**config.mk**
```make
export PLATFORM = sky130hd
export DESIGN_NAME = utf8_to_utf16_transcoder_core
export DESIGN_NICKNAME = d
export VERILOG_FILES = /design/src/rtl/u2u_pkg.sv /design/src/rtl/u2u_front.sv /design/src/rtl/u2u_fifo.sv /design/src/rtl/u2u_back.sv /design/src/rtl/utf8_to_utf16_transcoder_core.sv
export VERILOG_INCLUDE_DIRS = /design/src /design/src/rtl
export SDC_FILE = /design/constraint.sdc
export NUM_CORES = 1
export LEC_CHECK = 0
export ABC_AREA = 1
export CAP_MARGIN = 10
export CORE_UTILIZATION = 60
export CTS_BUF_LIST = sky130_fd_sc_hd__clkbuf_4
export DETAILED_ROUTE_END_ITERATION = 10
export DONT_BUFFER_PORTS = 1
export GPL_ROUTABILITY_DRIVEN = 1
export MAX_ROUTING_LAYER = met4
export PLACE_DENSITY = 0.84
export SYNTH_ARGS = -nofsm -noshare
export SYNTH_HDL_FRONTEND = slang
export SYNTH_SLANG_ARGS = --single-unit
```
**constraint.sdc**
```tcl
create_clock -name clk -period 5.5 [get_ports clk]
set_input_delay 0.275 -clock clk [delete_from_list [all_inputs] [get_ports clk]]
set_output_delay 0.275 -clock clk [all_outputs]
set_load 0.05 [all_outputs]
```
**src/rtl/utf8_to_utf16_transcoder_core_assert.svh**
```systemverilog
// Assertion macros for the UTF-8 to UTF-16 transcoder
`ifndef UTF8_TO_UTF16_TRANSCODER_CORE_ASSERT_SVH
`define UTF8_TO_UTF16_TRANSCODER_CORE_ASSERT_SVH

// implication in the same cycle
`define U2U_ASSERT_IMP(label, clk, rst_n, ante, cons) \
    label: assert property (@(posedge clk) disable iff (!rst_n) (ante) |-> (cons)) \
        else $error("u2u assertion failed");

// implication into the next cycle
`define U2U_ASSERT_NXT(label, clk, rst_n, ante, cons) \
    label: assert property (@(posedge clk) disable iff (!rst_n) (ante) |=> (cons)) \
        else $error("u2u assertion failed");

`endif

```
**src/rtl/u2u_pkg.sv**
```systemverilog
// Shared types and constants for the UTF-8 to UTF-16 transcoder
package u2u_pkg;

    localparam int COUNT_BITS = 24;
    localparam int CAP_W      = 24;
    localparam int TOTAL_W    = 24;
    localparam int CMP_W      = (COUNT_BITS > CAP_W) ? COUNT_BITS : CAP_W;
    localparam int CP_W       = 21;

    localparam int Q_DEPTH    = 4;
    localparam int Q_PTR_W    = $clog2(Q_DEPTH);

    localparam logic [7:0]      LEAD_MIN   = 8'hC2;
    localparam logic [7:0]      LEAD_MAX   = 8'hF4;
    localparam logic [5:0]      CONT_MASK  = 6'h3F;
    localparam logic [CP_W-1:0] CP_MAX     = 21'h10FFFF;
    localparam logic [CP_W-1:0] BMP_MAX    = 21'h00FFFF;
    localparam logic [15:0]     HI_BASE    = 16'hD800 - 16'd64;
    localparam logic [15:0]     LO_BASE    = 16'hDC00;
    localparam logic [9:0]      LO_MASK    = 10'h3FF;
    localparam logic [CAP_W-1:0] CAP_RESET = {CAP_W{1'b1}};

    typedef enum logic [1:0] {
        KIND_UNIT = 2'd0,
        KIND_OK   = 2'd1,
        KIND_ERR  = 2'd2
    } kind_t;

    typedef struct packed {
        logic [7:0] in_byte;
        logic       end_of_string;
    } in_item_t;

    typedef struct packed {
        kind_t              kind;
        logic [15:0]        code_unit;
        logic [TOTAL_W-1:0] total_units;
        logic               run_end;
    } out_item_t;

    // work for the back end produced by one input byte
    typedef struct packed {
        logic [1:0]         n_units;
        logic [15:0]        unit0;
        logic [15:0]        unit1;
        logic               has_end;
        logic               end_err;
        logic [TOTAL_W-1:0] total;
    } job_t;

    typedef struct packed {
        logic full;
        logic empty;
    } q_status_t;

endpackage

```
**src/rtl/u2u_front.sv**
```systemverilog
// Front end: accepts bytes, decodes UTF-8 and builds per-byte jobs
module u2u_front (
    input  logic                          clk,
    input  logic                          rst_n,
    input  logic                          in_valid,
    output logic                          in_stall,
    input  u2u_pkg::in_item_t             in_data,
    input  logic [u2u_pkg::CAP_W-1:0]     capacity,
    input  u2u_pkg::q_status_t            q_st,
    output logic                          push,
    output u2u_pkg::job_t                 push_job
);

    logic [u2u_pkg::CP_W-1:0]       acc_reg, acc_next;
    logic [1:0]                     rem_reg, rem_next;
    logic                           err_reg, err_next;
    logic [u2u_pkg::COUNT_BITS-1:0] total_reg, total_next;

    logic [7:0]                     b;
    logic                           done;
    logic [u2u_pkg::CP_W-1:0]       cp;
    logic [1:0]                     n_cnt;
    logic [15:0]                    u0, u1;
    logic [u2u_pkg::COUNT_BITS-1:0] t1, t2, t_after;
    logic [u2u_pkg::CMP_W-1:0]      cap_x;
    logic                           emit0, emit1;
    logic                           accept;
    logic                           end_err;

    function automatic logic [u2u_pkg::COUNT_BITS-1:0] sat_inc(
        input logic [u2u_pkg::COUNT_BITS-1:0] v
    );
        logic [u2u_pkg::COUNT_BITS-1:0] r;
        r = (&v) ? v : v + 1'b1;
        return r;
    endfunction

    assign in_stall = q_st.full;
    assign accept   = in_valid && !in_stall;
    assign b        = in_data.in_byte;

    always_comb
    begin
        acc_next = acc_reg;
        rem_next = rem_reg;
        err_next = err_reg;
        done     = 1'b0;
        cp       = '0;
        n_cnt    = 2'd0;
        u0       = '0;
        u1       = '0;
        if (!err_reg)
        begin
            if (rem_reg == 2'd0)
            begin
                if (!b[7])
                begin
                    cp   = {13'd0, b};
                    done = 1'b1;
                end
                else if (b < u2u_pkg::LEAD_MIN || b > u2u_pkg::LEAD_MAX)
                begin
                    err_next = 1'b1;
                end
                else if (b[7:5] == 3'b110)
                begin
                    acc_next = {16'd0, b[4:0]};
                    rem_next = 2'd1;
                end
                else if (b[7:4] == 4'b1110)
                begin
                    acc_next = {17'd0, b[3:0]};
                    rem_next = 2'd2;
                end
                else
                begin
                    acc_next = {18'd0, b[2:0]};
                    rem_next = 2'd3;
                end
            end
            else
            begin
                if (b[7:6] != 2'b10)
                begin
                    err_next = 1'b1;
                end
                else
                begin
                    acc_next = {acc_reg[u2u_pkg::CP_W-7:0], b[5:0] & u2u_pkg::CONT_MASK};
                    rem_next = rem_reg - 2'd1;
                    if (rem_next == 2'd0)
                    begin
                        cp   = acc_next;
                        done = 1'b1;
                    end
                end
            end
            if (done)
            begin
                acc_next = '0;
                if (cp > u2u_pkg::CP_MAX)
                begin
                    err_next = 1'b1;
                end
                else if (cp > u2u_pkg::BMP_MAX)
                begin
                    n_cnt = 2'd2;
                    u0    = u2u_pkg::HI_BASE + {5'd0, cp[20:10]};
                    u1    = u2u_pkg::LO_BASE | {6'd0, cp[9:0] & u2u_pkg::LO_MASK};
                end
                else
                begin
                    n_cnt = 2'd1;
                    u0    = cp[15:0];
                end
            end
        end
    end

    assign t1    = sat_inc(total_reg);
    assign t2    = sat_inc(t1);
    assign cap_x = u2u_pkg::CMP_W'(capacity);
    assign emit0 = (n_cnt != 2'd0) && (u2u_pkg::CMP_W'(total_reg) < cap_x);
    assign emit1 = (n_cnt == 2'd2) && (u2u_pkg::CMP_W'(t1) < cap_x);

    always_comb
    begin
        case (n_cnt)
            2'd0:    t_after = total_reg;
            2'd1:    t_after = t1;
            default: t_after = t2;
        endcase
    end

    assign end_err = err_next || (rem_next != 2'd0);

    assign push = accept && (emit0 || in_data.end_of_string);

    always_comb
    begin
        push_job.n_units = {1'b0, emit0} + {1'b0, emit1};
        push_job.unit0   = u0;
        push_job.unit1   = u1;
        push_job.has_end = in_data.end_of_string;
        push_job.end_err = end_err;
        push_job.total   = end_err ? '0 : u2u_pkg::TOTAL_W'(t_after);
    end

    always_comb
    begin
        total_next = t_after;
        if (in_data.end_of_string)
        begin
            total_next = '0;
        end
    end

    always_ff @(posedge clk or negedge rst_n)
    begin
        if (!rst_n)
        begin
            acc_reg   <= '0;
            rem_reg   <= '0;
            err_reg   <= 1'b0;
            total_reg <= '0;
        end
        else if (accept)
        begin
            if (in_data.end_of_string)
            begin
                acc_reg <= '0;
                rem_reg <= '0;
                err_reg <= 1'b0;
            end
            else
            begin
                acc_reg <= acc_next;
                rem_reg <= rem_next;
                err_reg <= err_next;
            end
            total_reg <= total_next;
        end
    end

endmodule

```
**src/rtl/u2u_fifo.sv**
```systemverilog
// Short job queue between front and back end
module u2u_fifo (
    input  logic               clk,
    input  logic               rst_n,
    input  logic               push,
    input  u2u_pkg::job_t      push_job,
    input  logic               pop,
    output u2u_pkg::job_t      head_job,
    output u2u_pkg::q_status_t q_st
);

    u2u_pkg::job_t              mem_reg [u2u_pkg::Q_DEPTH];
    logic [u2u_pkg::Q_PTR_W-1:0] wr_ptr_reg, rd_ptr_reg;
    logic [u2u_pkg::Q_PTR_W:0]   count_reg, count_next;

    assign q_st.full  = (count_reg == (u2u_pkg::Q_PTR_W+1)'(u2u_pkg::Q_DEPTH));
    assign q_st.empty = (count_reg == '0);
    assign head_job   = mem_reg[rd_ptr_reg];

    always_comb
    begin
        count_next = count_reg;
        if (push && !pop)
        begin
            count_next = count_reg + 1'b1;
        end
        else if (pop && !push)
        begin
            count_next = count_reg - 1'b1;
        end
    end

    always_ff @(posedge clk)
    begin
        if (push)
        begin
            mem_reg[wr_ptr_reg] <= push_job;
        end
    end

    always_ff @(posedge clk or negedge rst_n)
    begin
        if (!rst_n)
        begin
            wr_ptr_reg <= '0;
            rd_ptr_reg <= '0;
            count_reg  <= '0;
        end
        else
        begin
            if (push)
            begin
                wr_ptr_reg <= wr_ptr_reg + 1'b1;
            end
            if (pop)
            begin
                rd_ptr_reg <= rd_ptr_reg + 1'b1;
            end
            count_reg <= count_next;
        end
    end

endmodule

```
**src/rtl/u2u_back.sv**
```systemverilog
// Back end: expands queued jobs into result items on the output register
module u2u_back (
    input  logic                clk,
    input  logic                rst_n,
    input  u2u_pkg::job_t       head_job,
    input  u2u_pkg::q_status_t  q_st,
    output logic                pop,
    output logic                out_valid,
    input  logic                out_stall,
    output u2u_pkg::out_item_t  out_data
);

    logic [1:0]          idx_reg, idx_next;
    logic                out_valid_reg, out_valid_next;
    u2u_pkg::out_item_t  out_reg, out_next;
    logic [1:0]          n_res;
    logic                is_last;
    logic                load;

    assign n_res   = head_job.n_units + {1'b0, head_job.has_end};
    assign is_last = (idx_reg == n_res - 2'd1);
    assign load    = !q_st.empty && (!out_valid_reg || !out_stall);
    assign pop     = load && is_last;

    always_comb
    begin
        out_next = out_reg;
        idx_next = idx_reg;
        out_valid_next = out_valid_reg && out_stall;
        if (load)
        begin
            out_valid_next = 1'b1;
            idx_next = is_last ? 2'd0 : idx_reg + 2'd1;
            if (idx_reg < head_job.n_units)
            begin
                out_next.kind        = u2u_pkg::KIND_UNIT;
                out_next.code_unit   = (idx_reg == 2'd0) ? head_job.unit0 : head_job.unit1;
                out_next.total_units = '0;
            end
            else
            begin
                out_next.kind        = head_job.end_err ? u2u_pkg::KIND_ERR : u2u_pkg::KIND_OK;
                out_next.code_unit   = '0;
                out_next.total_units = head_job.total;
            end
            out_next.run_end = is_last;
        end
    end

    always_ff @(posedge clk or negedge rst_n)
    begin
        if (!rst_n)
        begin
            idx_reg       <= '0;
            out_valid_reg <= 1'b0;
        end
        else
        begin
            idx_reg       <= idx_next;
            out_valid_reg <= out_valid_next;
        end
    end

    always_ff @(posedge clk)
    begin
        out_reg <= out_next;
    end

    assign out_valid = out_valid_reg;
    assign out_data  = out_reg;

endmodule

```
**src/rtl/utf8_to_utf16_transcoder_core.sv**
```systemverilog
// Path: an accepted byte's job is written to the job queue, and its first result
// item is then loaded into the output register unless the output is stalled.
// Throughput: one byte per cycle while the output is not stalled and each byte
// gives at most one result; a byte giving two or three results holds the output
// register until all are out, and the four-job queue absorbs the difference.
// Reset: asynchronous, active low; clears decoder, queue, out_valid; cap_reg = FFFFFF.
`include "utf8_to_utf16_transcoder_core_assert.svh"

module utf8_to_utf16_transcoder_core (
    input  logic                      clk,
    input  logic                      rst_n,
    input  logic                      in_valid,
    output logic                      in_stall,
    input  u2u_pkg::in_item_t         in_data,
    output logic                      out_valid,
    input  logic                      out_stall,
    output u2u_pkg::out_item_t        out_data,
    input  logic                      cfg_valid,
    output logic                      cfg_ready,
    input  logic [u2u_pkg::CAP_W-1:0] cfg_data
);

    logic [u2u_pkg::CAP_W-1:0] cap_reg;
    logic                      push, pop;
    u2u_pkg::job_t             push_job, head_job;
    u2u_pkg::q_status_t        q_st;
    logic                      res_done, res_err, res_zero;

    assign cfg_ready = 1'b1;

    always_ff @(posedge clk or negedge rst_n)
    begin
        if (!rst_n)
        begin
            cap_reg <= u2u_pkg::CAP_RESET;
        end
        else if (cfg_valid && cfg_ready)
        begin
            cap_reg <= cfg_data;
        end
    end

    u2u_front u_front (
        .clk      (clk),
        .rst_n    (rst_n),
        .in_valid (in_valid),
        .in_stall (in_stall),
        .in_data  (in_data),
        .capacity (cap_reg),
        .q_st     (q_st),
        .push     (push),
        .push_job (push_job)
    );

    u2u_fifo u_fifo (
        .clk      (clk),
        .rst_n    (rst_n),
        .push     (push),
        .push_job (push_job),
        .pop      (pop),
        .head_job (head_job),
        .q_st     (q_st)
    );

    u2u_back u_back (
        .clk       (clk),
        .rst_n     (rst_n),
        .head_job  (head_job),
        .q_st      (q_st),
        .pop       (pop),
        .out_valid (out_valid),
        .out_stall (out_stall),
        .out_data  (out_data)
    );

    assign res_done = out_valid && (out_data.kind != u2u_pkg::KIND_UNIT);
    assign res_err  = out_valid && (out_data.kind == u2u_pkg::KIND_ERR);
    assign res_zero = (out_data.code_unit == 16'd0) && (out_data.total_units == '0);

    `U2U_ASSERT_IMP(a_end_is_last, clk, rst_n, res_done, out_data.run_end)
    `U2U_ASSERT_IMP(a_err_zero, clk, rst_n, res_err, res_zero)
    `U2U_ASSERT_NXT(a_queue_drains, clk, rst_n, !q_st.empty, out_valid)

endmodule

```
==> results of run 1 <==
==> kinds of logic after synthesis <==
| kind of cell | share of synthesized area, % |
|---|---|
| compound gates | 9.99 |
| xor+xnor | 1.23 |
| fa+ha+maj | 4.57 |
| buf+inv | 5.77 |
| flops | 57.3 |
| other cells | 0.0219 |
| simple gates | 21.1 |
==> cell type report <==
class	instances	share of cell area, %
inverter	178	3.43
clock buffer	119	4.59
sequential	339	50.5
multi-input combinational	1238	32.7
clock inverter	27	0.990
antenna	2	0.0257
tap	378	2.43
timing repair buffer	103	5.27
==> where the power goes <==
| part | internal (uW) | leakage [uW] | switching, uW |
|---|---|---|---|
| Clock | 1100 | 0.000633 | 1010 |
| Combinational | 1190 | 0.00371 | 2830 |
| Sequential | 3650 | 0.00341 | 1010 |
| Total | 5940 | 0.00776 | 4850 |
==> layer usage <==
metal | up-vias | share of wire (%) | track usage [%]
li1 | 6461 | - | -
met1 | 6417 | 43 | 44.0
met2 | 685 | 45 | 48.4
met3 | 71 | 9.9 | 6.29
met4 | 0 | 1.6 | 9.01
met5 | - | 0 | -
==> cell usage in the layout, fill, tap and decap left out, types with 3 or more instances in the layout <==
| master | Yosys | final |
|---|---|---|
| dfstp_2 | 24 | 24 |
| nor2_1 | 267 | 261 |
| nand2_1 | 370 | 370 |
| o22ai_1 | 36 | 36 |
| dfrtp_1 | 52 | 51 |
| nand3_1 | 116 | 116 |
| buf_4 | 3 | 17 |
| nand2_2 | 17 | 17 |
| edfxtp_1 | 263 | 263 |
| o21ai_2 | 6 | 6 |
| ha_1 | 61 | 61 |
| clkinv_1 | 3 | 19 |
| a32oi_1 | 3 | 3 |
| o21ai_0 | 167 | 167 |
| nor3_1 | 6 | 6 |
| clkbuf_4 | 0 | 119 |
| dlygate4sd3_1 | 0 | 83 |
| o21ai_1 | 9 | 9 |
| clkinv_2 | 0 | 3 |
| nor2_2 | 5 | 7 |
| xor2_1 | 21 | 21 |
| inv_2 | 7 | 8 |
| nor2_4 | 8 | 12 |
| nand2_4 | 7 | 7 |
| nand4_1 | 20 | 20 |
| xnor2_1 | 3 | 3 |
| nand3_2 | 13 | 13 |
| o211ai_1 | 5 | 5 |
| a21oi_1 | 72 | 72 |
| inv_6 | 0 | 3 |
| inv_1 | 168 | 167 |
| nand3b_1 | 4 | 4 |
| o21a_1 | 4 | 3 |
==> Yosys cell counts, drive strengths merged <==
library cell	number	area share [%]
clkbuf	55	1.2
xnor2	3	0.15
o22ai	36	1.3
clkinv	3	0.066
edfxtp	263	46
a31oi	1	0.037
xor2	21	1.1
o221ai	1	0.051
dfstp	24	3.7
o21ai	182	5.4
or2	2	0.073
a32o	2	0.12
dfrtp	52	7.6
fa	1	0.12
nor3	6	0.18
buf	18	0.67
a221oi	1	0.051
o21a	4	0.18
inv	175	3.8
a32oi	3	0.15
o32ai	2	0.10
nand2	394	9.2
a21boi	1	0.044
a211oi	2	0.088
or4	1	0.044
nand3	129	4.1
ha	61	4.5
nor2	280	6.6
a21oi	73	2.2
o31ai	1	0.044
o211ai	5	0.22
nand4	20	0.73
conb	1	0.022
and3	1	0.037
nand3b	4	0.18
==> worst paths after layout <==
check	depth (start not counted)	start	to	slack (ns)
max in group asynchronous	2	rst_n	cap_reg[1]	4.99
setup / recovery	20	u_front.total_reg[0]	u_fifo.mem_reg[1][21]	1.17
min in group asynchronous	2	rst_n	u_front.total_reg[19]	0.08
setup reg to reg	20	u_front.total_reg[0]	u_fifo.mem_reg[1][21]	1.17
hold reg to reg	2	u_front.acc_reg[5]	u_front.acc_reg[11]	0.53
hold / removal	2	in_data[6]	u_fifo.mem_reg[3][47]	0.07
==> stage by stage <==
| stage | hold slack (ns) | utilization (%) |
|---|---|---|
| finish | 0.0739 | 69.6 |
| global route | 0.0493 | 69.6 |
| CTS | 0.0177 | 69.6 |
| detailed placement | -0.0180 | 62.6 |
| global placement | -0.0170 | 62.6 |
| floorplan | -0.0206 | - |
==> worst max-delay path, stage by stage, from the launching register on <==
cell and delay, ns:
dfrtp_1 0.50, ha_1 0.35, inv_2 0.08, nor2_4 0.22, nand2_4 0.09, nor2_4 0.16, nand2_4 0.28, nand2_1 0.14
nand2_1 0.16, inv_1 0.28, ha_1 0.26, nand3_2 0.15, nor2_4 0.20, nand2_2 0.11, nor2_4 0.21, nand3_2 0.29
nand2_1 0.13, nand2_1 0.05, nand3_1 0.08, nand2_1 0.08, nor2_1 0.28
==> timing repair <==
item	4_1_cts	5_1_grt
hold endpoints to repair	158	2
resized for setup	0	0
hold buffers	84	1
==> flow_summary.json, run 1 <==
{
  "grt_pass1_vias": 13100,
  "critical_path_required_ns": 5.97,
  "dpl-instance-area_sq_mm": 0.0175,
  "portBuffers": 0,
  "area.sequential_sq_mm": 0.00983,
  "tightestPinTransition_ns": 0.977,
  "placedCellCount": 2150,
  "start_util_pct": 61.4,
  "grt-ovfl-total": 0,
  "insertion_delay_ns": 0.74,
  "drt-wirelength-per-cell_um": 18.5,
  "slew_headroom_pct": 34.9,
  "syn-cell-area_sq_mm": 0.0171,
  "io_pins": 84,
  "power_density_mw_per_mm2": 555,
  "dp_slack_ns": 1.22,
  "core_area_sq_mm": 0.0279,
  "synth_cell_types": 49,
  "syn_inst": 1828,
  "ys_ff_latch": 339,
  "timing.final.hold_violations": 0,
  "cp-start-kind": "flip-flop",
  "n_fill_cell": 2045,
  "status": "complete, no violations",
  "cts_tree": "built",
  "num_rows": 61,
  "endpoint_kind": "flip-flop",
  "final_layout_size_suffix_gt1_share_pct": 12.4,
  "ir_drop_uv": 306,
  "place.gp.congestion": 0.962,
  "route.detailed.drc": 0,
  "die_area_sq_mm": 0.0293,
  "die_h_um": 171,
  "largest_reg_flops": 220,
  "seq_area_frac_synth_pct": 57.3,
  "setup_slack_ns": 1.17,
  "syn-num-nets": 1928,
  "cts.path.max_buffers": 3,
  "wl_um": 44100,
  "antenna_found_initial": 2,
  "via_count": 13600,
  "cts_made_buffers": 81,
  "drv_cap": 0,
  "layout.nets": 2041,
  "slew_violations": 0,
  "clk_pin_slew_ns": 0.07,
  "root_buffer": "clkbuf_4",
  "first_iter_violations": 1235,
  "grt_pass1_wl_um": 69100,
  "power.total_uw": 10800,
  "leakage_uw": 0.00776,
  "cts_setup_buffers": 0,
  "grt_max_degree": 77,
  "instances_no_fill": 2384,
  "viasPerCell": 5.72,
  "h-tree-depth": 3,
  "place.detailed.hpwl_um": 27700,
  "cts_sinks": 339,
  "final_cell_area_sq_mm": 0.0195,
  "die_w_um": 171,
  "drtAntennaViolNets": 0,
  "setup_viol": 0,
  "criticalPathCategory": "reg2reg",
  "worstPathArrival_ns": 4.80,
  "syn_area_per_cell_sq_um": 9.38,
  "cp_max_fo": 28,
  "areaGrowthSynthToFinish_pct": 13.4,
  "rsz0062_at_grt": "false",
  "clock.fmax_mhz": 231,
  "first_pass_iters": 6,
  "min_path_type": "in2reg",
  "fin_crit_sh_pct": 78.8,
  "fin_setup_tns_ns": 0,
  "grtUsageTotal_pct": 31.9,
  "multi_input_comb_area_sq_mm": 0.00637,
  "finalCriticalPeriod_ns": 4.33,
  "fin_worst_skew_ns": 0.0774,
  "ys_warn_count": 0
}
Note: power is estimated with default switching activity, not from simulation.
==> inputs of run 2 (changes only) <==
- ABC_AREA: 1 -> 0
- PLACE_DENSITY: 0.84 -> 0.81
- clock period: 5.5 -> 4 ns (I/O delays scaled with it)
==> flow_summary.json, run 2 <==
{
  "cts_tree": "built",
  "fin_worst_skew_ns": 0.0603,
  "mostFrequentLayoutCells": "edfxtp_1 (263), buf_4 (160), clkbuf_4 (122), nand2_1 (93), dlygate4sd3_1 (83)",
  "core_area_sq_mm": 0.0271,
  "clock.fmax_mhz": 241,
  "async_reset_ff_share_pct": 22.4,
  "cp_max_fo": 5,
  "r2r-end": "u_fifo.count_reg[2]",
  "criticalPathCategory": "reg2reg",
  "synth_area_leaders": "edfxtp_1 (47%), dfrtp_1 (7.8%), mux4_2 (7.4%), ha_1 (4.6%), dfstp_2 (3.8%)",
  "ys.flop_type": "edfxtp_1",
  "status": "finished, violations left",
  "cp-start-kind": "flip-flop",
  "h-tree-depth": 3,
  "hold_start": "in_data[8]",
  "antenna_found_initial": 3,
  "area.sequential_sq_mm": 0.00983,
  "tightestPinTransition_ns": 1.18,
  "num_rows": 60,
  "crit_top_cell": "inv_2",
  "finalCriticalPeriod_ns": 4.15,
  "worstPathArrival_ns": 4.77,
  "synth.most_common_cell": "edfxtp_1",
  "seq_area_frac_synth_pct": 59.0,
  "cp_slowest_stage_delay_ns": 0.42,
  "grt_max_degree": 77,
  "violations": "negative setup slack",
  "synth_cell_types": 95,
  "power_density_mw_per_mm2": 715,
  "drv_cap": 0,
  "place.gp.congestion": 0.980,
  "ys_warn_count": 0,
  "io_pins": 84,
  "clk_pin_slew_ns": 0.07,
  "multi_input_comb_area_sq_mm": 0.00665,
  "drt-wirelength-per-cell_um": 23.0,
  "route.detailed.drc": 0,
  "syn_area_per_cell_sq_um": 12.9,
  "dpl-instance-area_sq_mm": 0.0182,
  "crit_chain": "inv_2 -> ha_1 -> nor4bb_4 -> buf_6 -> buf_6 -> a22oi_2 -> nand2b_4 -> mux2i_4 -> a211oi_4 -> nor2_4 -> or3_4 -> a221o_2 -> inv_2 -> ha_4 -> inv_2 -> fa_2 -> xor2_1 -> nor2_1 -> xor2_1",
  "hold_depth": 4,
  "grt_pass1_wl_um": 70600,
  "grt_pass1_vias": 12900,
  "die_area_sq_mm": 0.0284,
  "leakage_uw": 0.00803,
  "syn-num-nets": 1389,
  "crit_buf_inv": 5,
  "start_util_pct": 61.4,
  "setup_viol": 2,
  "drtAntennaViolNets": 0,
  "slew_headroom_pct": 20.9,
  "grt-ovfl-total": 0,
  "layout.nets": 1668,
  "fin_crit_sh_pct": 104,
  "synth-edff-count": 263,
  "synth_top_cell_area_share_pct": 47.4,
  "slew_violations": 0,
  "syn-cell-area_sq_mm": 0.0166,
  "viasPerCell": 6.30,
  "wl_um": 46300,
  "critical_path_required_ns": 4.61,
  "place.detailed.hpwl_um": 28900,
  "ys_ff_latch": 339,
  "final_cell_area_sq_mm": 0.0208,
  "insertion_delay_ns": 0.74,
  "areaGrowthSynthToFinish_pct": 24.8,
  "via_count": 12700,
  "root_buffer": "clkbuf_4",
  "largest_reg_flops": 220,
  "grtUsageTotal_pct": 33.8,
  "final_layout_size_suffix_gt1_share_pct": 30.2,
  "timing.final.hold_violations": 0,
  "cts_made_buffers": 83,
  "syn_inst": 1289,
  "fin_setup_tns_ns": -0.202,
  "synth_common_cells": "edfxtp_1 (263), nand2_1 (96), o21ai_0 (81)",
  "cts_sinks": 339,
  "yosysTopAreaCell": "edfxtp_1",
  "die_w_um": 169,
  "ir_drop_uv": 375,
  "hold_end": "u_front.err_reg",
  "min_path_type": "in2reg",
  "final_common_cell": "edfxtp_1",
  "portBuffers": 0,
  "rrSetupSlack_ns": -0.15,
  "first_iter_violations": 1301,
  "worst_r2r_startpoint": "u_front.rem_reg[1]",
  "setup_slack_ns": -0.152,
  "endpoint_kind": "flip-flop",
  "first_pass_iters": 6,
  "cts.path.max_buffers": 3,
  "rr_worst_depth": 19,
  "n_fill_cell": 1559,
  "rsz0062_at_grt": "true",
  "slowest_stage": "a221o_2",
  "die_h_um": 169,
  "crit_family": "simple AND/OR/NAND/NOR gates"
}
-- run 2: changes by cell type after synthesis, moves of 55 or more --
cell     delta
nand2_1   -274
nor2_1    -194
inv_1      -96
o21ai_0    -86
nand3_1    -80
mux4_2     +55
-- run 2: per-stage QoR --
stage / setup WS [ns] / power, uW / util (%) / instances / hold slack (ns)
finish: -0.152 / 14900 / 76.7 / 2013 / 0.0841
global route: -0.269 / 15600 / 76.7 / 2013 / 0.0849
CTS: 0.00214 / 14500 / 75.1 / 1991 / 0.0133
detailed placement: -0.130 / 11400 / 67.2 / 1745 / -0.0922
global placement: -0.00561 / 11200 / 67.2 / 1745 / -0.0924
floorplan: -0.239 / 9480 / - / 1289 / -0.0956
-- run 2: worst reg2reg max path, delay by kind of cell, from the launching register on --
kind | cells | cell delay, ns
xor gates and xnor gates | 2 | 0.35
DFF | 1 | 0.39
AOI/OAI and AO/OA | 3 | 0.81
muxes | 1 | 0.21
adders and majority gates | 3 | 0.69
buffers and inverters | 5 | 0.51
and+or+nand+nor | 5 | 1.12
-- run 2: cells by family (layout without fill, tap and decap cells) --
group | after synthesis | count (layout) | synth area share (%)
xor+xnor | 18 | 18 | 0.947
simple gates | 380 | 380 | 11.9
mux | 75 | 75 | 8.67
compound gates | 266 | 266 | 11.1
fa+ha+maj | 62 | 62 | 4.71
flops | 339 | 339 | 59.0
other cells | 1 | 4 | 0.0225
buf+inv | 148 | 497 | 3.57
-- run 2: area by class of cell --
cell class,instances,area share (%)
clock inverters,33,0.843
repair buffers,266,11.8
inverters,76,1.38
well taps,372,2.24
diodes,3,0.0361
flip-flops and latches,339,47.3
clock buffers,122,4.41
multi-input cells,802,32.0
-- run 2: power by group --
part / leakage [uW] / switching, uW / internal [uW] / total, uW
logic: 0.00397 / 3280 / 2530 / 5810
registers: 0.00342 / 1180 / 4960 / 6140
clock network: 0.000636 / 1430 / 1480 / 2910
total: 0.00803 / 5890 / 8970 / 14900
-- run 2: repair_timing --
action | CTS | global route
endpoints found under the hold margin | 208 | 0
buffers inserted | 5 | 19
gates cloned | 1 | 0
pin swaps | 9 | 22
endpoints found under the setup margin | 26 | 236
hold buffers | 85 | 0
resized for setup | 25 | 46
-- run 2: how the worst max path moves through the flow --
| stage | start | cells past startpoint | to | slack [ns] |
|---|---|---|---|---|
| 2_1_floorplan | u_front.rem_reg[0] | 13 | u_fifo.mem_reg[0][0] | -0.24 |
| 3_3_place_gp | u_front.total_reg[1] | 17 | u_fifo.mem_reg[0][58] | -0.006 |
| 3_5_place_dp | u_front.total_reg[0] | 19 | u_fifo.mem_reg[3][58] | -0.13 |
| 4_1_cts | u_front.rem_reg[0] | 20 | u_fifo.count_reg[2] | 0.002 |
| 5_1_grt | u_front.rem_reg[1] | 19 | u_fifo.count_reg[2] | -0.27 |
| 6_report | u_front.rem_reg[1] | 19 | u_fifo.count_reg[2] | -0.15 |
-- run 2: per-layer routing --
metal  vias to the layer above  part of all wire [%]  GRT usage (%)
li1                       5529                     -              -
met1                      6217                    38           41.1
met2                       777                    50           56.1
met3                       151                   8.0           6.13
met4                         0                   3.9           14.2
met5                         -                     0              -
==> inputs of run 3 (changes only) <==
- CORE_UTILIZATION: 60 -> 45
- PLACE_DENSITY: 0.81 -> 0.65
==> flow_summary.json, run 3 (synthesized netlist as in run 2, its figures left out) <==
{
  "tightestPinTransition_ns": 1.08,
  "timing.final.hold_violations": 0,
  "cts_sinks": 339,
  "die_h_um": 194,
  "grt_busiest_layer": "met2",
  "grt_pass1_vias": 12300,
  "hold_start": "in_data[7]",
  "antenna_found_initial": 3,
  "endpoint_kind": "flip-flop",
  "use_met2_pct": 37.8,
  "slew_violations": 0,
  "criticalPathCategory": "reg2reg",
  "die_area_sq_mm": 0.0378,
  "instances_no_fill": 2126,
  "largest_reg_flops": 220,
  "whs_ns": 0.0816,
  "layout.nets": 1686,
  "h-tree-depth": 3,
  "io_pins": 84,
  "grt-ovfl-total": 0,
  "drtAntennaViolNets": 0,
  "grt_max_degree": 49,
  "start_util_pct": 45.6,
  "final_cell_area_sq_mm": 0.0210,
  "setup_viol": 0,
  "worstPathArrival_ns": 4.67,
  "insertion_delay_ns": 0.81,
  "dp_slack_ns": -0.105,
  "finalCriticalPeriod_ns": 3.97,
  "place.gp.congestion": 0.999,
  "final_layout_size_suffix_gt1_share_pct": 30.7,
  "leakage_uw": 0.00812,
  "cts_tree": "built",
  "viasPerCell": 5.60,
  "areaGrowthSynthToFinish_pct": 26.4,
  "fin_worst_skew_ns": 0.0928,
  "placedCellCount": 1841,
  "cts_made_buffers": 86,
  "clock.fmax_mhz": 252,
  "place.detailed.hpwl_um": 28500,
  "dpl-instance-area_sq_mm": 0.0183,
  "root_buffer": "clkbuf_4",
  "rr_worst_depth": 20,
  "grt_pass1_wl_um": 67800,
  "rrSetupSlack_ns": 0.03,
  "r2r-end": "u_fifo.count_reg[2]",
  "setup_slack_ns": 0.0260,
  "first_iter_violations": 977,
  "final_common_cell": "edfxtp_1",
  "mostFrequentLayoutCells": "edfxtp_1 (263), buf_4 (172), clkbuf_4 (120), nand2_1 (93), dlygate4sd3_1 (87)",
  "status": "complete, no violations",
  "cp-start-kind": "flip-flop",
  "route.detailed.drc": 0,
  "hold_depth": 5,
  "min_path_type": "in2reg",
  "die_w_um": 194,
  "slew_headroom_pct": 27.5,
  "power.total_uw": 14800,
  "ir_drop_uv": 308,
  "grtUsageTotal_pct": 24.1,
  "via_count": 11900,
  "grt_use_met3_pct": 4.91,
  "first_pass_iters": 6,
  "clk_pin_slew_ns": 0.07,
  "cp_max_fo": 7,
  "hold_end": "u_fifo.mem_reg[0][48]",
  "wl_um": 43200,
  "worst_r2r_startpoint": "u_front.rem_reg[0]",
  "portBuffers": 0,
  "num_rows": 70,
  "n_fill_cell": 2934,
  "drv_cap": 0,
  "rsz0062_at_grt": "true",
  "fin_crit_sh_pct": 99.3,
  "cts.path.max_buffers": 3,
  "drt-wirelength-per-cell_um": 20.3,
  "core_area_sq_mm": 0.0365,
  "power_density_mw_per_mm2": 703,
  "critical_path_required_ns": 4.70,
  "grt.met1_usage_pct": 30.7
}
==> run 3: how the worst max path moves through the flow <==
stage / start / to / slack, ns / cells after the start
floorplan: u_front.rem_reg[0] / u_fifo.mem_reg[0][0] / -0.24 / 13
global placement: u_front.total_reg[1] / u_fifo.mem_reg[0][58] / -0.06 / 14
detailed placement: u_front.total_reg[1] / u_fifo.mem_reg[0][58] / -0.11 / 14
CTS: u_front.rem_reg[0] / u_fifo.count_reg[2] / 0.0003 / 20
global route: u_front.rem_reg[0] / u_fifo.count_reg[2] / -0.21 / 20
finish: u_front.rem_reg[0] / u_fifo.count_reg[2] / 0.03 / 20
==> run 3: metal layers <==
metal  vias up  share of wire (%)
li1       5557                  -
met1      5845                 43
met5         -                  0
met2       416                 48
met4         0                3.0
met3        84                6.5
==> run 3: through the flow <==
stage,TNS [ns],util (%)
2_1_floorplan,-49.12,-
3_3_place_gp,-0.220,50.2
3_5_place_dp,-0.634,50.2
4_1_cts,0,56.4
5_1_grt,-1.06,57.6
6_report,0,57.6
==> run 3: layout make-up <==
class / count / area (sq um) / area share (%)
antenna: 2 / 5.00 / 0.0238
inverter: 76 / 287 / 1.36
tap: 468 / 586 / 2.78
multi-input combinational: 802 / 6640 / 31.6
timing repair buffer: 281 / 2580 / 12.3
sequential: 339 / 9840 / 46.7
clock inverter: 38 / 210 / 0.999
clock buffer: 120 / 901 / 4.28
==> run 3: power by group <==
part / switching (uW) / internal [uW]
sequential: 1130 / 4960
clock: 1450 / 1530
combinational: 3180 / 2540
==> run 3: critical path, stage by stage, from the launching register on <==
cell	delay, ns
dfrtp_1	0.39
buf_4	0.14
ha_1	0.20
nor4bb_2	0.17
buf_4	0.16
nand2_2	0.09
ha_1	0.15
nor2b_4	0.16
buf_4	0.13
mux2i_4	0.06
a211oi_4	0.24
nor2_2	0.08
or3_1	0.39
a221o_2	0.43
inv_2	0.09
ha_4	0.14
inv_1	0.05
fa_2	0.38
xor2_1	0.15
nor2_1	0.14
xor2_1	0.15
==> run 3: repair_timing <==
item / CTS / global route
pin swaps: 18 / 25
hold endpoints to repair: 248 / 0
setup buffers: 11 / 25
endpoints found under the setup margin: 22 / 230
resized for setup: 30 / 46
cloned: 0 / 1
hold buffers: 90 / 0
